**src/hw/rtl/lhrb_fifo.sv**
```systemverilog
module lhrb_fifo #(
  parameter int unsigned WIDTH = 8,
  parameter int unsigned DEPTH = 4
) (
  input  logic                       clk_i,
  input  logic                       rst_ni,
  input  logic                       push_i,
  input  logic [WIDTH-1:0]           wdata_i,
  input  logic                       pop_i,
  output logic [WIDTH-1:0]           rdata_o,
  output logic                       empty_o,
  output logic [$clog2(DEPTH+1)-1:0] count_o
);

  localparam int unsigned PTR_W = $clog2(DEPTH);
  localparam int unsigned CNT_W = $clog2(DEPTH + 1);

  logic [WIDTH-1:0] slots_q [DEPTH];
  logic [PTR_W-1:0] wr_ptr_q, wr_ptr_d;
  logic [PTR_W-1:0] rd_ptr_q, rd_ptr_d;
  logic [CNT_W-1:0] count_q, count_d;
  logic             is_full;
  logic             do_push;
  logic             do_pop;

  assign empty_o = (count_q == '0);
  assign is_full = (count_q == CNT_W'(DEPTH));
  assign count_o = count_q;
  assign rdata_o = slots_q[rd_ptr_q];

  assign do_push = push_i & ~is_full;
  assign do_pop  = pop_i & ~empty_o;

  always_comb begin
    wr_ptr_d = wr_ptr_q;
    rd_ptr_d = rd_ptr_q;
    count_d  = count_q;
    if (do_push) begin
      wr_ptr_d = (wr_ptr_q == PTR_W'(DEPTH - 1)) ? '0 : wr_ptr_q + 1'b1;
    end
    if (do_pop) begin
      rd_ptr_d = (rd_ptr_q == PTR_W'(DEPTH - 1)) ? '0 : rd_ptr_q + 1'b1;
    end
    if (do_push && !do_pop) begin
      count_d = count_q + 1'b1;
    end else if (do_pop && !do_push) begin
      count_d = count_q - 1'b1;
    end
  end

  always_ff @(posedge clk_i or negedge rst_ni) begin
    if (!rst_ni) begin
      wr_ptr_q <= '0;
      rd_ptr_q <= '0;
      count_q  <= '0;
    end else begin
      wr_ptr_q <= wr_ptr_d;
      rd_ptr_q <= rd_ptr_d;
      count_q  <= count_d;
    end
  end

  always_ff @(posedge clk_i) begin
    if (do_push) begin
      slots_q[wr_ptr_q] <= wdata_i;
    end
  end

endmodule

```
**config.mk**
```make
export PLATFORM = sky130hd
export DESIGN_NAME = lhrb_fifo
export DESIGN_NICKNAME = d
export VERILOG_FILES = /design/src/hw/rtl/lhrb_fifo.sv
export SDC_FILE = /design/constraint.sdc
export NUM_CORES = 1
export LEC_CHECK = 0
export BUFFER_PORTS_ARGS = -buffer_cell sky130_fd_sc_hd__buf_2
export CAP_MARGIN = 40
export CORE_UTILIZATION = 45
export CTS_CLUSTER_DIAMETER = 100
export DETAILED_ROUTE_END_ITERATION = 16
export GPL_ROUTABILITY_DRIVEN = 0
export PLACE_DENSITY = 0.66
export SYNTH_ARGS = -nofsm -noshare
export SYNTH_HDL_FRONTEND = slang
export SYNTH_SLANG_ARGS = --single-unit
```
**constraint.sdc**
```tcl
create_clock -name clk_i -period 5.49 [get_ports clk_i]
set_input_delay 0.2745 -clock clk_i [delete_from_list [all_inputs] [get_ports clk_i]]
set_output_delay 0.2745 -clock clk_i [all_outputs]
set_load 0.02 [all_outputs]
```
==> report_table.html, run 1 <==
<table>
<tr><th>Metric</th><th>Value</th></tr>
<tr><th colspan="2">Outcome</th></tr>
<tr><td>Status</td><td>completed</td></tr>
<tr><th colspan="2">Power</th></tr>
<tr><td>Highest ir drop seen on vdd</td><td>approximately 0.24 mV</td></tr>
<tr><td>Areal power density over the cells</td><td>542 nW/um2</td></tr>
<tr><td>Leakage power total</td><td>~0.70 nW</td></tr>
<tr><th colspan="2">Floorplan</th></tr>
<tr><td>DIE AREA</td><td>3830 um2</td></tr>
<tr><td>Number of primary I/O pins</td><td>24</td></tr>
<tr><td>Initial core utilization</td><td>between 40 and 50%</td></tr>
<tr><td>Vertical die dimension</td><td>a little over 60 um</td></tr>
<tr><td>Area inside the core boundary</td><td>around 3400 um2</td></tr>
<tr><td>Die boundary width</td><td>approximately 62 um</td></tr>
<tr><td>Number of placement rows</td><td>21</td></tr>
<tr><th colspan="2">Global routing</th></tr>
<tr><td>Wire length of the first global-routing pass</td><td>3.41 mm</td></tr>
<tr><td>Combined global-route utilization of all metal layers</td><td>about 14%</td></tr>
<tr><td>GR Overflow Total</td><td>0</td></tr>
<tr><td>Via count of the first global-routing pass</td><td>~730</td></tr>
<tr><td>Pin count of the biggest net entering global routing</td><td>13</td></tr>
<tr><td>Antenna violations before repair</td><td>0</td></tr>
<tr><th colspan="2">Hold path</th></tr>
<tr><td>Worst hold start</td><td>wdata_i[2]</td></tr>
<tr><td>WHS Endpoint</td><td>slots_q[0][2]$_DFFE_PP_</td></tr>
<tr><td>Hold/Removal Path Class</td><td>input port to register</td></tr>
<tr><td>Hold path cells</td><td>1</td></tr>
<tr><th colspan="2">Yosys</th></tr>
<tr><td>Synth Instances</td><td>between 70 and 80</td></tr>
<tr><td>Net Count, Synth</td><td>97</td></tr>
<tr><td>Count of state elements after synthesis</td><td>39</td></tr>
<tr><td>Proportion of synthesized chip area in sequential cells</td><td>slightly above 70%</td></tr>
<tr><td>Synthesized area divided by synthesized cell count</td><td>~21 um2</td></tr>
<tr><td>Count of cell types in the netlist</td><td>19</td></tr>
<tr><td>Total number of yosys warnings</td><td>0</td></tr>
<tr><td>Mapped Area</td><td>roughly 1600 um2</td></tr>
<tr><th colspan="2">Worst setup path</th></tr>
<tr><td>Critical path arrival</td><td>1860 ps</td></tr>
<tr><td>Reg-to-Reg Start</td><td>count_o[1]$_DFFE_PN0P_</td></tr>
<tr><td>Required arrival time at the worst endpoint</td><td>around 5200 ps</td></tr>
<tr><td>Startpoint type of the worst setup path</td><td>register</td></tr>
<tr><td>End of the worst register-to-register path</td><td>count_o[2]$_DFFE_PN0P_</td></tr>
<tr><td>Maximum fanout along the worst path</td><td>11</td></tr>
<tr><td>Worst setup path startpoint</td><td>rd_ptr_q[0]$_DFFE_PN0P_</td></tr>
<tr><td>Reg2Reg Depth</td><td>8</td></tr>
<tr><td>Endpoint kind of the worst setup timing path</td><td>output port</td></tr>
<tr><td>Worst reg-to-reg setup slack</td><td>~3600 ps</td></tr>
<tr><td>Kind of critical path</td><td>register to output port</td></tr>
<tr><th colspan="2">Timing</th></tr>
<tr><td>Clock Skews</td><td>about 11 ps</td></tr>
<tr><td>Achievable clock frequency</td><td>468 MHz</td></tr>
<tr><td>Transition time at the pin with the least slew margin</td><td>614 ps</td></tr>
<tr><td>Number of setup violations in the final report</td><td>0</td></tr>
<tr><td>Shortest period the worst path allows</td><td>2140 ps</td></tr>
<tr><td>RSZ-0062 raised after global routing</td><td>no</td></tr>
<tr><td>Hold_ws</td><td>around 130 ps</td></tr>
<tr><td>Max Slew Vio Count</td><td>0</td></tr>
<tr><td>Share of the cycle needed by the critical path after routing</td><td>roughly 39%</td></tr>
<tr><td>Final count of hold timing violations</td><td>0</td></tr>
<tr><td>Sum of negative setup slack</td><td>0 ps</td></tr>
<tr><td>Rel. slew slack</td><td>between 50% and 60%</td></tr>
<tr><td>Worst setup margin</td><td>about 3400 ps</td></tr>
<tr><th colspan="2">Detailed routing</th></tr>
<tr><td>Number of routed nets with antenna violations</td><td>0</td></tr>
<tr><td>Number of vias in the routed layout</td><td>758</td></tr>
<tr><td>Initial DRC Count</td><td>slightly below 50</td></tr>
<tr><td>Ratio of routed vias to standard cells</td><td>between 4 and 5</td></tr>
<tr><td>Post-route DRC</td><td>0</td></tr>
<tr><td>Wirelength, routed</td><td>~2.3 mm</td></tr>
<tr><td>Number of iterations in the first detailed-routing pass</td><td>4</td></tr>
<tr><td>DR WL/cell</td><td>between 10 and 15 um</td></tr>
<tr><th colspan="2">Clock network</th></tr>
<tr><td>CTS tree</td><td>done</td></tr>
<tr><td>CTS Root Cell</td><td>clkbuf_4</td></tr>
<tr><td>Clock-pin transition on the worst setup and hold timing paths</td><td>approximately 110 ps</td></tr>
<tr><td>Post-cts resize count</td><td>0</td></tr>
<tr><td>H-tree depth</td><td>2</td></tr>
<tr><td>Clock latency reported for the late side of the worst-skew pair</td><td>between 300 and 400 ps</td></tr>
<tr><td>Clock sinks</td><td>39</td></tr>
<tr><td>Clock buffers created by TritonCTS</td><td>5</td></tr>
<tr><td>Maximum clock path buffer count</td><td>2</td></tr>
<tr><th colspan="2">Finish</th></tr>
<tr><td>Final #Nets</td><td>approximately 130</td></tr>
<tr><td>Antenna fix cells</td><td>0</td></tr>
<tr><td>Growth of design area from synthesis to finish</td><td>15.0%</td></tr>
<tr><td>Share of cells above drive strength 1</td><td>about two fifths</td></tr>
<tr><th colspan="2">Placed design</th></tr>
<tr><td>Worst-case setup slack after placement</td><td>3550 ps</td></tr>
<tr><td>Port Buffer Count</td><td>23</td></tr>
<tr><td>Half-perimeter wire length after detailed placement</td><td>~1.6 mm</td></tr>
<tr><th colspan="2">Job</th></tr>
<tr><td>Max-cap violations</td><td>0</td></tr>
</table>
cells in the mapped netlist (all sizes together):
library cell | n | area share [%]
xor2 | 2 | 1.1
ha | 6 | 4.7
nor2 | 4 | 1.1
nor3 | 1 | 0.62
and2 | 4 | 1.6
fa | 1 | 1.2
edfxtp | 32 | 60
xnor2 | 1 | 0.54
nand2b | 1 | 0.85
mux2 | 5 | 4.0
mux4 | 8 | 11
dfrtp | 7 | 11
a21boi | 1 | 1.2
clkbuf | 1 | 0.31
inv | 3 | 0.70
buf | 1 | 0.70
state kept, by name (all words and copies together), names as in the netlist:
name	count
slots_q	32
count_o	3
rd_ptr_q	2
wr_ptr_q	2
where the power goes:
group	internal, W	switching [W]	total [W]
registers	0.000400	0.0000739	0.000474
clock network	0.0000966	0.0000890	0.000186
logic	0.000171	0.000175	0.000347
cell families after synthesis:
group / synth area share, %
AO/OA/AOI/OAI: 1.16
XOR/XNOR: 1.63
adder cells (fa/ha/maj): 5.89
buffers and inverters: 1.71
flip-flops: 70.4
multiplexers: 15.1
AND/OR/NAND/NOR: 4.11
stage by stage:
step	power [W]	util, %	instance area (um2)	std cells
detailed placement	0.000840	52.2	1770	145
global route	0.00108	54.7	1860	154
floorplan	0.000741	-	1610	78
CTS	0.00102	54.7	1860	154
finish	0.00101	54.7	1860	154
global placement	0.000827	52.2	1770	145
worst max-delay path, stage by stage, from the launching register on:
cell     delay, ps
dfrtp_1        750
mux4_2         590
buf_2          170
final cells by class:
cell class	instances	area, um2
Timing Repair Buffer	24	125
Clock buffer	7	45.0
Sequential cell	39	1140
Tap cell	46	57.6
Multi-Input combinational cell	34	450
Clock inverter	1	30.0
Inverter	3	11.3
Fill cell	266	1530
layout by cell type, fill, tap and decap left out, drive strengths merged:
cell type,netlist,routed
a21boi,1,1
and2,4,4
buf,1,23
bufinv,0,1
clkbuf,1,7
dfrtp,7,7
dlygate4sd3,0,1
edfxtp,32,32
fa,1,1
ha,6,6
inv,3,3
mux2,5,5
mux4,8,8
nand2b,1,1
nor2,4,4
nor3,1,1
xnor2,1,1
xor2,2,2
layer usage:
| metal | part of all wire [%] | up-vias | GRT usage, % |
|---|---|---|---|
| met5 | 0 | - | 0 |
| met2 | 51 | 17 | 22.6 |
| met4 | 1.2 | 0 | 5.71 |
| met3 | 4.9 | 2 | 6.83 |
| met1 | 43 | 383 | 16.3 |
| li1 | - | 356 | - |
how the worst max path moves through the flow:
stage,end,slack (ps),cells past startpoint
global placement,count_o[2]$_DFFE_PN0P_,3630,8
floorplan,count_o[2]$_DFFE_PN0P_,3310,8
finish,rdata_o[0],3350,2
global route,rdata_o[1],3200,2
CTS,rdata_o[4],3290,2
detailed placement,count_o[2]$_DFFE_PN0P_,3550,8
repair_timing:
action                                 CTS  global route
hold buffers                             1             0
setup endpoints to repair                0             0
buffers inserted                         0             0
endpoints found under the hold margin    7             0
Note: power is estimated with default switching activity, not from simulation.
==> run 2: changes to the inputs <==
--- a/config.mk
+++ b/config.mk
@@ -11,7 +11,7 @@
 export CTS_CLUSTER_DIAMETER = 100
 export DETAILED_ROUTE_END_ITERATION = 16
 export GPL_ROUTABILITY_DRIVEN = 0
-export PLACE_DENSITY = 0.66
+export PLACE_DENSITY = 0.69
 export SYNTH_ARGS = -nofsm -noshare
 export SYNTH_HDL_FRONTEND = slang
 export SYNTH_SLANG_ARGS = --single-unit
==> constraint.sdc (replaced) <==
create_clock -name clk_i -period 1.93 [get_ports clk_i]
set_input_delay 0.0965 -clock clk_i [delete_from_list [all_inputs] [get_ports clk_i]]
set_output_delay 0.0965 -clock clk_i [all_outputs]
set_load 0.02 [all_outputs]
==> run 2 against run 1 <==
Compared with the run above: design area rose by 8.0%; setup slack worse by 3200 ps; count of clock-buffer cells in the layout unchanged; critical endpoint is now count_o[2]$_DFFE_PN0P_.
==> report_table.html, run 2 (synthesis gave the netlist of run 1 again) <==
<table>
<tr><th>Metric</th><th>Value</th></tr>
<tr><th colspan="2">Clock network</th></tr>
<tr><td>Clock latency reported for the late side of the worst-skew pair</td><td>around 340 ps</td></tr>
<tr><td>H-tree depth</td><td>2</td></tr>
<tr><td>Clock-pin transition on the worst setup and hold timing paths</td><td>110 ps</td></tr>
<tr><td>CTS tree</td><td>done</td></tr>
<tr><td>Clock buffers created by TritonCTS</td><td>5</td></tr>
<tr><td>Clock sinks</td><td>39</td></tr>
<tr><td>Maximum clock path buffer count</td><td>2</td></tr>
<tr><td>CTS Root Cell</td><td>clkbuf_4</td></tr>
<tr><th colspan="2">Timing</th></tr>
<tr><td>Transition time at the pin with the least slew margin</td><td>roughly 440 ps</td></tr>
<tr><td>Rel. slew slack</td><td>70.4%</td></tr>
<tr><td>Achievable clock frequency</td><td>roughly 550 MHz</td></tr>
<tr><td>Shortest period the worst path allows</td><td>approximately 1800 ps</td></tr>
<tr><td>Final count of hold timing violations</td><td>0</td></tr>
<tr><td>RSZ-0062 raised after global routing</td><td>yes</td></tr>
<tr><td>Number of setup violations in the final report</td><td>0</td></tr>
<tr><td>Max Slew Vio Count</td><td>0</td></tr>
<tr><td>Share of the cycle needed by the critical path after routing</td><td>93.9%</td></tr>
<tr><td>Clock Skews</td><td>8.44 ps</td></tr>
<tr><th colspan="2">Global routing</th></tr>
<tr><td>Via count of the first global-routing pass</td><td>841</td></tr>
<tr><td>Wire length of the first global-routing pass</td><td>~3.8 mm</td></tr>
<tr><td>GRT busiest layer</td><td>met2</td></tr>
<tr><td>Met2 Track Usage GR</td><td>between 20% and 30%</td></tr>
<tr><td>GR Overflow Total</td><td>0</td></tr>
<tr><td>Combined global-route utilization of all metal layers</td><td>15.4%</td></tr>
<tr><td>Met1 Resource Use GR</td><td>around 16%</td></tr>
<tr><td>Antenna violations before repair</td><td>0</td></tr>
<tr><td>Pin count of the biggest net entering global routing</td><td>12</td></tr>
<tr><td>Global-route met3 utilization</td><td>under 10%</td></tr>
<tr><th colspan="2">Placed design</th></tr>
<tr><td>Half-perimeter wire length after detailed placement</td><td>between 1.5 and 2 mm</td></tr>
<tr><td>Cell Area, Placed</td><td>~1800 um2</td></tr>
<tr><td>Port Buffer Count</td><td>23</td></tr>
<tr><th colspan="2">Worst setup path</th></tr>
<tr><td>Worst path cell trace</td><td>nor3_4, nand2b_4, ha_4, inv_2, fa_2, xor2_1, nor2_1, xor2_1</td></tr>
<tr><td>Required arrival time at the worst endpoint</td><td>between 2000 and 2500 ps</td></tr>
<tr><td>Startpoint type of the worst setup path</td><td>register</td></tr>
<tr><td>Cell with the largest stage delay on the worst path</td><td>dfrtp_2</td></tr>
<tr><td>Kind of critical path</td><td>register to register</td></tr>
<tr><td>Endpoint kind of the worst setup timing path</td><td>register</td></tr>
<tr><td>Critical path arrival</td><td>2070 ps</td></tr>
<tr><td>Most frequent CP cell</td><td>xor2_1</td></tr>
<tr><td>Maximum fanout along the worst path</td><td>4</td></tr>
<tr><td>Worst path max stage delay</td><td>between 400 and 500 ps</td></tr>
<tr><th colspan="2">Finish</th></tr>
<tr><td>Growth of design area from synthesis to finish</td><td>24.2%</td></tr>
<tr><td>Flip-flop count of the largest register, all copies and words added</td><td>32</td></tr>
<tr><td>Final #Nets</td><td>between 100 and 150</td></tr>
<tr><td>Antenna fix cells</td><td>0</td></tr>
<tr><td>Area of all placed cells without fillers</td><td>between 2000 and 2500 um2</td></tr>
<tr><td>Share of cells above drive strength 1</td><td>46.3%</td></tr>
<tr><td>Highest-count cells in the layout ignoring fill and taps</td><td>edfxtp_1 (32), buf_2 (23), dlygate4sd3_1 (9), mux4_2 (8), buf_4 (6)</td></tr>
<tr><td>Register bank with the most flops</td><td>slots_q</td></tr>
<tr><td>Most common library cell in the layout ignoring fill and taps</td><td>edfxtp_1</td></tr>
<tr><th colspan="2">Detailed routing</th></tr>
<tr><td>Number of vias in the routed layout</td><td>820</td></tr>
<tr><td>DR WL/cell</td><td>around 15 um</td></tr>
<tr><td>Ratio of routed vias to standard cells</td><td>approximately 4.9</td></tr>
<tr><td>Initial DRC Count</td><td>36</td></tr>
<tr><td>Number of iterations in the first detailed-routing pass</td><td>3</td></tr>
<tr><td>Post-route DRC</td><td>0</td></tr>
<tr><td>Wirelength, routed</td><td>about 2.5 mm</td></tr>
<tr><td>Number of routed nets with antenna violations</td><td>0</td></tr>
<tr><th colspan="2">Floorplan</th></tr>
<tr><td>Number of primary I/O pins</td><td>24</td></tr>
<tr><td>Initial core utilization</td><td>a little under half</td></tr>
<tr><td>DIE AREA</td><td>between 3000 and 4000 um2</td></tr>
<tr><td>Die boundary width</td><td>between 60 and 70 um</td></tr>
<tr><td>Vertical die dimension</td><td>between 60 and 70 um</td></tr>
<tr><td>Number of placement rows</td><td>21</td></tr>
<tr><td>Area inside the core boundary</td><td>around 3400 um2</td></tr>
<tr><th colspan="2">Outcome</th></tr>
<tr><td>Status</td><td>completed</td></tr>
<tr><th colspan="2">Power</th></tr>
<tr><td>Areal power density over the cells</td><td>roughly 1500 nW/um2</td></tr>
<tr><td>Leakage power total</td><td>about 0.77 nW</td></tr>
<tr><td>Total Power</td><td>a little under 0.003 W</td></tr>
<tr><td>Highest ir drop seen on vdd</td><td>~0.66 mV</td></tr>
<tr><th colspan="2">Job</th></tr>
<tr><td>Max-cap violations</td><td>0</td></tr>
<tr><th colspan="2">Hold path</th></tr>
<tr><td>Hold/Removal Path Class</td><td>input port to async pin</td></tr>
</table>
[run 2: final timing paths]
| kind | from | endpoint | slack [ps] | cells past startpoint |
|---|---|---|---|---|
| worst max-delay path | count_o[2]$_DFFE_PN0P_ | count_o[2]$_DFFE_PN0P_ | 120 | 8 |
| worst min-delay path | rst_ni | count_o[1]$_DFFE_PN0P_ | 100 | 2 |
| worst max register to register | count_o[2]$_DFFE_PN0P_ | count_o[2]$_DFFE_PN0P_ | 120 | 8 |
| worst min register to register | wr_ptr_q[1]$_DFFE_PN0P_ | wr_ptr_q[1]$_DFFE_PN0P_ | 570 | 1 |
| max in group asynchronous | rst_ni | count_o[2]$_DFFE_PN0P_ | 1650 | 2 |
| min in group clk_i | pop_i | rd_ptr_q[1]$_DFFE_PN0P_ | 150 | 3 |
[run 2: worst max-delay path, delay by kind of cell, from the launching register on]
family,cells,cell delay (ps)
flops,1,460
buf+inv,1,30
simple gates,3,480
xor+xnor,2,300
fa+ha+maj,2,470
[run 2: area by class of cell]
class                   instances  area, um2
clock buffers                   7       45.0
clock inverters                 1       5.00
fillers                       258       1390
inverters                       3       11.3
multi-input cells              34        475
flip-flops and latches         39       1140
well taps                      46       57.6
repair buffers                 39        270
[run 2: metrics by stage]
stage / setup slack [ps] / TNS (ps) / cells / util (%) / hold WS, ps
2_1_floorplan: -42.7 / -68.1 / 78 / - / -199
3_3_place_gp: 135 / 0 / 149 / 54.3 / -61.0
3_5_place_dp: 91.9 / 0 / 149 / 54.3 / -56.7
4_1_cts: 57.5 / 0 / 166 / 58.5 / 92.0
5_1_grt: -3.00 / -3.00 / 169 / 59.1 / 120
6_report: 117 / 0 / 169 / 59.1 / 103
[run 2: power by group]
part	total (W)	internal, W	switching [W]	leakage (nW)
clock	0.000384	0.000142	0.000242	0.0293
sequential	0.00135	0.00115	0.000207	0.372
combinational	0.00118	0.000619	0.000566	0.367
[run 2: layer usage]
metal,vias to the layer above,wire (um)
met5,-,0
met4,0,71
met3,8,77
met2,17,1330
met1,405,1010
li1,390,-
[run 2: repair_timing]
action                                  4_1_cts  5_1_grt
hold endpoints to repair                     39        0
setup buffers                                 0        3
resized for setup                             1        0
hold buffers                                  9        0
endpoints found under the setup margin        8        1
pin swaps                                     0        4
